## src/rtl/scpf_pkg.sv

```systemverilog
// Package for the sensor command packet framer.
// Holds the command record passed from front to back and the serializer step codes.
// No dependencies.
package scpf_pkg;

	localparam logic [7:0] SYNC_HI   = 8'hEF;
	localparam logic [7:0] SYNC_LO   = 8'h01;
	localparam logic [7:0] PACKET_ID = 8'h01;

	typedef struct packed {
		logic        is_start;
		logic        has_param;
		logic        do_cksum;
		logic [31:0] addr;
		logic [15:0] len;
		logic [7:0]  instr;
		logic [7:0]  pbyte;
		logic [15:0] cksum;
	} cmd_t;

	typedef enum logic [12:0] {
		ST_SYNC0 = 13'b0000000000001,
		ST_SYNC1 = 13'b0000000000010,
		ST_ADDR3 = 13'b0000000000100,
		ST_ADDR2 = 13'b0000000001000,
		ST_ADDR1 = 13'b0000000010000,
		ST_ADDR0 = 13'b0000000100000,
		ST_PID   = 13'b0000001000000,
		ST_LENH  = 13'b0000010000000,
		ST_LENL  = 13'b0000100000000,
		ST_INSTR = 13'b0001000000000,
		ST_PARAM = 13'b0010000000000,
		ST_CKHI  = 13'b0100000000000,
		ST_CKLO  = 13'b1000000000000
	} step_t;

endpackage

```

## src/rtl/scpf_front.sv

```systemverilog
// Front end: takes input transfers, tracks packet position and checksum,
// and builds one command per item. Holds the module address register. Uses scpf_pkg.
module scpf_front import scpf_pkg::*; #(
	parameter int MAX_PARAMS = 255
) (
	input  logic        clk,
	input  logic        arst_n,
	input  logic        s_tvalid,
	output logic        s_tready,
	input  logic [23:0] s_tdata,
	input  logic        cfg_valid,
	output logic        cfg_ready,
	input  logic [31:0] cfg_data,
	input  logic        q_full,
	output logic        q_push,
	output cmd_t        q_cmd
);

	localparam int SAT = (MAX_PARAMS < 255) ? MAX_PARAMS : 255;
	localparam logic [7:0] SAT_CNT = SAT[7:0];

	logic [31:0] addr_q;
	logic [7:0]  rem_q;
	logic [15:0] sum_q;

	logic [7:0]  instr, count_in, pbyte, cnt;
	logic        start;
	logic [15:0] len, base_sum, new_sum;
	logic [7:0]  rem_nxt;

	assign instr    = s_tdata[7:0];
	assign count_in = s_tdata[15:8];
	assign pbyte    = s_tdata[23:16];

	assign s_tready  = !q_full;
	assign cfg_ready = 1'b1;
	assign q_push    = s_tvalid && s_tready;

	assign start = (rem_q == 8'd0);
	assign cnt   = (count_in > SAT_CNT) ? SAT_CNT : count_in;
	assign len   = {8'd0, cnt} + 16'd3;

	assign base_sum = {8'd0, PACKET_ID} + {8'd0, len[15:8]} + {8'd0, len[7:0]}
		+ {8'd0, instr} + ((cnt != 8'd0) ? {8'd0, pbyte} : 16'd0);
	assign new_sum  = start ? base_sum : (sum_q + {8'd0, pbyte});
	assign rem_nxt  = start ? ((cnt == 8'd0) ? 8'd0 : (cnt - 8'd1)) : (rem_q - 8'd1);

	always_comb begin
		q_cmd.is_start  = start;
		q_cmd.has_param = !start || (cnt != 8'd0);
		q_cmd.do_cksum  = (rem_nxt == 8'd0);
		q_cmd.addr      = addr_q;
		q_cmd.len       = len;
		q_cmd.instr     = instr;
		q_cmd.pbyte     = pbyte;
		q_cmd.cksum     = new_sum;
	end

	always_ff @(posedge clk or negedge arst_n) begin
		if (!arst_n) begin
			addr_q <= 32'hFFFF_FFFF;
			rem_q  <= 8'd0;
			sum_q  <= 16'd0;
		end else begin
			if (cfg_valid && cfg_ready) begin
				addr_q <= cfg_data;
			end
			if (q_push) begin
				rem_q <= rem_nxt;
				sum_q <= (rem_nxt == 8'd0) ? 16'd0 : new_sum;
			end
		end
	end

endmodule

```

## src/rtl/scpf_cmd_fifo.sv

```systemverilog
// Two-entry command queue between front and back.
// Uses scpf_pkg for the command record.
module scpf_cmd_fifo import scpf_pkg::*; (
	input  logic clk,
	input  logic arst_n,
	input  logic push,
	input  cmd_t push_cmd,
	output logic full,
	input  logic pop,
	output logic empty,
	output cmd_t head
);

	cmd_t       mem_q [2];
	logic       wr_ptr_q, rd_ptr_q;
	logic [1:0] cnt_q;

	assign full  = (cnt_q == 2'd2);
	assign empty = (cnt_q == 2'd0);
	assign head  = mem_q[rd_ptr_q];

	always_ff @(posedge clk) begin
		if (push) begin
			mem_q[wr_ptr_q] <= push_cmd;
		end
	end

	always_ff @(posedge clk or negedge arst_n) begin
		if (!arst_n) begin
			wr_ptr_q <= 1'b0;
			rd_ptr_q <= 1'b0;
			cnt_q    <= 2'd0;
		end else begin
			if (push) wr_ptr_q <= !wr_ptr_q;
			if (pop)  rd_ptr_q <= !rd_ptr_q;
			case ({push, pop})
				2'b10:   cnt_q <= cnt_q + 2'd1;
				2'b01:   cnt_q <= cnt_q - 2'd1;
				default: cnt_q <= cnt_q;
			endcase
		end
	end

endmodule

```

## src/rtl/scpf_back.sv

```systemverilog
// Back end: serializes one command into packet bytes, one per cycle unless the
// output is stalled by m_tready, through a registered output stage. Uses scpf_pkg.
module scpf_back import scpf_pkg::*; (
	input  logic       clk,
	input  logic       arst_n,
	input  logic       q_empty,
	input  cmd_t       q_head,
	output logic       q_pop,
	output logic       m_tvalid,
	input  logic       m_tready,
	output logic [7:0] m_tdata,
	output logic       m_tlast,
	output logic       m_tuser
);

	cmd_t       cur_q;
	step_t      step_q, step_nxt;
	logic       active_q;
	logic       m_tvalid_q, m_tlast_q, m_tuser_q;
	logic [7:0] m_tdata_q;
	logic       emit, last, load;
	logic [7:0] byte_val;

	assign emit  = active_q && (!m_tvalid_q || m_tready);
	assign load  = !q_empty && (!active_q || (emit && last));
	assign q_pop = load;

	always_comb begin
		byte_val = 8'd0;
		step_nxt = step_q;
		last     = 1'b0;
		case (step_q)
			ST_SYNC0: begin byte_val = SYNC_HI;            step_nxt = ST_SYNC1; end
			ST_SYNC1: begin byte_val = SYNC_LO;            step_nxt = ST_ADDR3; end
			ST_ADDR3: begin byte_val = cur_q.addr[31:24];  step_nxt = ST_ADDR2; end
			ST_ADDR2: begin byte_val = cur_q.addr[23:16];  step_nxt = ST_ADDR1; end
			ST_ADDR1: begin byte_val = cur_q.addr[15:8];   step_nxt = ST_ADDR0; end
			ST_ADDR0: begin byte_val = cur_q.addr[7:0];    step_nxt = ST_PID;   end
			ST_PID:   begin byte_val = PACKET_ID;          step_nxt = ST_LENH;  end
			ST_LENH:  begin byte_val = cur_q.len[15:8];    step_nxt = ST_LENL;  end
			ST_LENL:  begin byte_val = cur_q.len[7:0];     step_nxt = ST_INSTR; end
			ST_INSTR: begin
				byte_val = cur_q.instr;
				if (cur_q.has_param) step_nxt = ST_PARAM;
				else if (cur_q.do_cksum) step_nxt = ST_CKHI;
				else last = 1'b1;
			end
			ST_PARAM: begin
				byte_val = cur_q.pbyte;
				if (cur_q.do_cksum) step_nxt = ST_CKHI;
				else last = 1'b1;
			end
			ST_CKHI:  begin byte_val = cur_q.cksum[15:8];  step_nxt = ST_CKLO;  end
			ST_CKLO:  begin byte_val = cur_q.cksum[7:0];   last = 1'b1;         end
			default:  begin byte_val = 8'd0;               last = 1'b1;         end
		endcase
	end

	always_ff @(posedge clk) begin
		if (load) begin
			cur_q <= q_head;
		end
		if (emit) begin
			m_tdata_q <= byte_val;
			m_tlast_q <= last;
			m_tuser_q <= (step_q == ST_CKLO);
		end
	end

	always_ff @(posedge clk or negedge arst_n) begin
		if (!arst_n) begin
			active_q   <= 1'b0;
			step_q     <= ST_SYNC0;
			m_tvalid_q <= 1'b0;
		end else begin
			if (emit) begin
				m_tvalid_q <= 1'b1;
			end else if (m_tready) begin
				m_tvalid_q <= 1'b0;
			end
			if (load) begin
				active_q <= 1'b1;
				step_q   <= q_head.is_start ? ST_SYNC0 : ST_PARAM;
			end else if (emit) begin
				if (last) active_q <= 1'b0;
				else step_q <= step_nxt;
			end
		end
	end

	assign m_tvalid = m_tvalid_q;
	assign m_tdata  = m_tdata_q;
	assign m_tlast  = m_tlast_q;
	assign m_tuser  = m_tuser_q;

	a_end_is_last: assert property (@(posedge clk) disable iff (!arst_n)
		m_tvalid && m_tuser |-> m_tlast)
		else $error("packet end without tlast");

	a_step_onehot: assert property (@(posedge clk) disable iff (!arst_n)
		active_q |-> $onehot(step_q))
		else $error("serializer step not one-hot");

	a_cklo_marks_end: assert property (@(posedge clk) disable iff (!arst_n)
		emit && (step_q == ST_CKLO) |=> m_tvalid && m_tuser && m_tlast)
		else $error("low checksum byte not marked as packet end");

	a_no_pop_mid_cmd: assert property (@(posedge clk) disable iff (!arst_n)
		q_pop |-> (!active_q || last))
		else $error("command taken while previous one unfinished");

endmodule

```

## src/rtl/sensor_command_packet_framer.sv

```systemverilog
// Top level of the sensor command packet framer: front, command queue, back.
// Depends on scpf_pkg, scpf_front, scpf_cmd_fifo, scpf_back.
//
// Each input transfer is one item of a command packet. The first item of a packet emits
// the header EF 01, the four module address bytes (cfg_data, big-endian, reset FFFFFFFF),
// packet id 01, the length (count + 3, count saturated to MAX_PARAMS), the instruction
// and the first parameter byte if any; each later item emits one parameter byte. The item
// that completes the packet also emits the two checksum bytes (16-bit sum from packet id
// on). A packet's first item thus makes 11 to 13 output bytes, a later item 1 or 3; the
// back-end serializer moves one byte per cycle while m_tready does not stall it, and when
// idle it first loads a command from the queue. The front accepts one item per cycle while its
// two-entry command queue has room. m_tlast marks the last byte of each item, m_tuser the
// low checksum byte that ends a packet.
module sensor_command_packet_framer import scpf_pkg::*; #(
	parameter int MAX_PARAMS = 255
) (
	input  logic        clk,
	input  logic        arst_n,
	input  logic        s_tvalid,
	output logic        s_tready,
	input  logic [23:0] s_tdata,   // [7:0] instruction, [15:8] param_count, [23:16] param_byte
	output logic        m_tvalid,
	input  logic        m_tready,
	output logic [7:0]  m_tdata,   // [7:0] out_byte
	output logic        m_tlast,
	output logic        m_tuser,   // [0] packet_end
	input  logic        cfg_valid,
	output logic        cfg_ready,
	input  logic [31:0] cfg_data
);

	cmd_t push_cmd, head;
	logic push, full, pop, empty;

	scpf_front #(
		.MAX_PARAMS(MAX_PARAMS)
	) u_front (
		.clk      (clk),
		.arst_n   (arst_n),
		.s_tvalid (s_tvalid),
		.s_tready (s_tready),
		.s_tdata  (s_tdata),
		.cfg_valid(cfg_valid),
		.cfg_ready(cfg_ready),
		.cfg_data (cfg_data),
		.q_full   (full),
		.q_push   (push),
		.q_cmd    (push_cmd)
	);

	scpf_cmd_fifo u_fifo (
		.clk     (clk),
		.arst_n  (arst_n),
		.push    (push),
		.push_cmd(push_cmd),
		.full    (full),
		.pop     (pop),
		.empty   (empty),
		.head    (head)
	);

	scpf_back u_back (
		.clk     (clk),
		.arst_n  (arst_n),
		.q_empty (empty),
		.q_head  (head),
		.q_pop   (pop),
		.m_tvalid(m_tvalid),
		.m_tready(m_tready),
		.m_tdata (m_tdata),
		.m_tlast (m_tlast),
		.m_tuser (m_tuser)
	);

endmodule
```

## config.mk

```make
export PLATFORM = sky130hd
export DESIGN_NAME = sensor_command_packet_framer
export DESIGN_NICKNAME = d
export VERILOG_FILES = /design/src/rtl/scpf_pkg.sv /design/src/rtl/scpf_front.sv /design/src/rtl/scpf_cmd_fifo.sv /design/src/rtl/scpf_back.sv /design/src/rtl/sensor_command_packet_framer.sv
export SDC_FILE = /design/constraint.sdc
export NUM_CORES = 1
export LEC_CHECK = 0
export ABC_AREA = 1
export BUFFER_PORTS_ARGS = -buffer_cell sky130_fd_sc_hd__buf_2
export CORE_ASPECT_RATIO = 0.7
export CORE_MARGIN = 2
export CORE_UTILIZATION = 30
export CTS_BUF_LIST = sky130_fd_sc_hd__clkbuf_4
export DETAILED_ROUTE_END_ITERATION = 12
export GPL_ROUTABILITY_DRIVEN = 0
export PLACE_DENSITY = 0.44
export SETUP_SLACK_MARGIN = 0.4
export SKIP_CTS_REPAIR_TIMING = 1
export SLEW_MARGIN = 20
export SYNTH_ARGS = -nofsm -noshare
export SYNTH_HDL_FRONTEND = slang
export SYNTH_SLANG_ARGS = --single-unit
```

## constraint.sdc

```tcl
create_clock -name clk -period 5.4 [get_ports clk]
set_input_delay 0.27 -clock clk [delete_from_list [all_inputs] [get_ports clk]]
set_output_delay 0.27 -clock clk [all_outputs]
set_load 0.1 [all_outputs]
```

==> parameters.txt <==
Parameter                              Value

Hold path
  Cell depth of the worst hold path    2
  Tightest Hold Check Type    in2reg

Power
  Power per unit of standard cell area    546 nW/um^2
  Total Power Consumption    9.07 mW
  Flop pwr share    0.450
  Cell-internal power    5.59 mW
  Net Switching    3.48 mW
  Peak supply drop    330 uV
  Switching part of the total power    0.384
  Leakage Power    7.10 nW
  Combinational share of power    0.315
  Part of the power in the clock network    0.236

Floorplanning
  Core Rows    65
  Die outline height    184 um
  Core Footprint    45400 um^2
  Boundary pin count    74
  Starting density of the core    0.306
  Die width    261 um
  Die area    48000 um^2

GRT
  Initial antenna violation count    1
  Met1 Track Usage GR    0.221
  Via count of the first global-routing pass    8810
  Maximum number of pins on one net before global-route repair    78
  Wire length of the first global-routing pass    54000 um
  GRT Max-Usage Layer    met1
  Global-route track usage on met3    0.0437
  Global router's overall resource usage    0.152
  Met2 Resource Use GR    0.220
  Congestion Overflow GR    0

Detailed routing
  Remaining DRCs    0
  Post-DRT Antenna Nets    0
  Number of iterations in the first detailed-routing pass    5
  Detailed router's first-iteration violation count    662
  Average wire per standard cell    17.2 um
  Via-to-Cell Ratio    4.42
  Via total after detailed routing    9236
  Post-detailed-routing wire length    36000 um

Logic synthesis
  Synthesized area per cell    11.2 um^2
  Count of mapped cells out of synthesis    1235
  Synth async-reset ratio    0.240
  Top_reg_cell synth    edfxtp_1
  Count of flip-flops with a built-in enable after synthesis    237
  Number of distinct library cell variants in the gate-level netlist after synthesis    51
  Largest cells by area after synthesis    edfxtp_1, nand2_1, dfrtp_1
  Seq/Total Area, Yosys    0.651
  Synthesized flop and latch total    312
  Yosys warnings    0
  Synth Cell Area    13900 um^2
  Top cell type's share of synthesized area    0.513
  Number of nets in the synthesized netlist    1333
  Top cell type by total area after synthesis    edfxtp_1

Layout
  Fraction of layout instances using a drive strength above 1    0.223
  Final Net Count    1522
  Layout area overhead    19.6%
  Fin util    0.366
  Final design instance area without fill    16600 um^2
  Filler instances    4578
  Final non-filler cell total    2090

Placement
  Total cell area at the placement stage    15000 um^2
  Number of placed cells counting well taps    1889
  Detailed placer's ending HPWL    23600 um
  Port Buf Inserts    72
  Worst slack at placement    733 ps

Clock network
  Clk_lat worst skew    760 ps
  H-Tree Level Count    3
  CTS sink cnt    312
  Clock transition at the register clock pins on the worst setup and hold paths after CTS    70 ps
  Clock buffer depth    3
  CTS tree    done
  Number of CTS-inserted buffers    80
  Root buffer cell    clkbuf_4

Status
  Result of the run    completed

Critical path
  Startpoint-to-endpoint class of the critical path    in2reg
  Logic depth of the worst register-to-register path    13
  Worst path max stage delay    530 ps
  Standard cell with the maximum stage delay on the critical path    dlygate4sd3_1
  Required time of the critical path    6080 ps
  Worst path arrival time    5180 ps
  Maximum fanout along the worst path    6
  Cell mode on critical path    nand2_1
  CP Launch Type    input pin
  CP endpoint kind    register

Timing
  Max-slew violation total from the final report    0
  Max frequency    222 MHz
  Worst Clk Skew    73.4 ps
  Final setup margin    896 ps
  Part of the cycle the worst path needs    0.834
  Sum of negative setup slack    0 ps
  Final Hold Fails    0
  Setup repair after global routing missed its margin    false
  Final setup violating endpoints    0
  Slew headroom    0.337
  Worst hold slack after final layout    106 ps
  Final critical delay including setup and external delays    4500 ps
  Slew @ Worst Pin    995 ps

Flow run
  Number of max-cap violations    0
[cell type report]
class / count / area [um^2] / area share
Antenna cell: 1 / 2.50 / 0.000151
Clock buffer: 124 / 931 / 0.0561
Clock inverter: 20 / 146 / 0.00882
Inverter: 113 / 428 / 0.0258
Multi-Input combinational cell: 776 / 4280 / 0.258
Sequential cell: 312 / 9040 / 0.544
Tap cell: 603 / 754 / 0.0455
Timing Repair Buffer: 141 / 1020 / 0.0615
[sequential cells by signal (all words and copies together), names as in the netlist]
| name | flops |
|---|---|
| u_back.cur_q | 75 |
| u_fifo.cnt_q | 2 |
| u_front.addr_q | 32 |
| u_back.m_tdata | 8 |
| u_fifo.mem_q | 152 |
| u_back.m_tvalid | 1 |
| u_back.active_q | 1 |
| u_fifo.rd_ptr_q | 1 |
| u_back.m_tuser | 1 |
| u_front.sum_q | 16 |
| u_back.step_q | 13 |
| u_fifo.wr_ptr_q | 1 |
| u_front.rem_q | 8 |
| u_back.m_tlast | 1 |
[Yosys cell counts, types with 8 or more instances]
library cell and instances:
a21oi_1 20, dfrtp_1 42, nor2_1 62, a22o_1 17, inv_1 102, ha_1 26, mux2_2 32, nand4_1 11
nor3_1 9, dfstp_2 33, xor2_1 21, fa_1 11, o21ai_1 15, nand2_1 420, edfxtp_1 237, clkbuf_1 22
a221oi_1 8, o21ai_0 27, nand3_2 11, nand3_1 35
[kinds of logic after synthesis]
logic type      count (synthesis)  synth area share
simple gates                  578             0.179
mux                            32            0.0260
fa+ha+maj                      37            0.0393
flops                         312             0.651
compound gates                104            0.0473
buf+inv                       147            0.0420
xor+xnor                       24            0.0151
other cells                     1          0.000270
[cells in the final DEF, fill, tap and decap left out, types with 5 or more instances in the layout]
cell           count
a221oi_1           8
buf_4             14
dfrtp_1           41
nor3_1             9
dfstp_2           33
nand3_2           11
a22o_1            17
nand2_1          420
nand2_2            7
mux2_2            32
dlygate4sd3_1     56
o21ai_1           15
buf_2             71
a21oi_1           20
fa_1              11
inv_2              5
nand3_1           35
xor2_1            21
inv_1            100
nor2_4             9
clkbuf_4         124
edfxtp_1         237
nor2_1            60
clkinv_1          19
nand4_1           11
ha_1              26
nor2_2             5
o21ai_0           27
[power by group through the flow]
stage	combinational, mW	sequential (mW)	clock, mW
4_1_cts	2.88	4.09	2.22
6_report	2.85	4.08	2.14
5_1_grt	3.19	4.15	2.35
3_5_place_dp	2.87	4.13	0
3_3_place_gp	2.87	4.14	0
2_1_floorplan	1.75	4.27	0
[path summary, 6_finish.rpt]
check                                 start                   to  slack, ps
hold reg to reg            u_front.sum_q[0]     u_front.sum_q[0]        490
max in group asynchronous            arst_n      u_fifo.cnt_q[1]       3380
hold / removal                  s_tdata[10]  u_fifo.mem_q[0][34]        110
min in group asynchronous            arst_n    u_front.sum_q[12]        490
setup / recovery                 s_tdata[8]     u_front.sum_q[7]        900
setup reg to reg           u_back.step_q[0]      u_back.cur_q[1]       2430
[worst max-delay path, delay by kind of cell]
kind                       cells  cell delay [ps]
AOI/OAI and AO/OA              3              720
and+or+nand+nor               11             1150
buffers and inverters          8             1130
adders and majority gates      5             1890
[per-layer routing]
layer	wire length (um)	vias up
li1	-	4596
met1	17800	4361
met2	15300	224
met3	2200	55
met4	590	0
met5	0	-
Power figures use the tool's default switching activity.
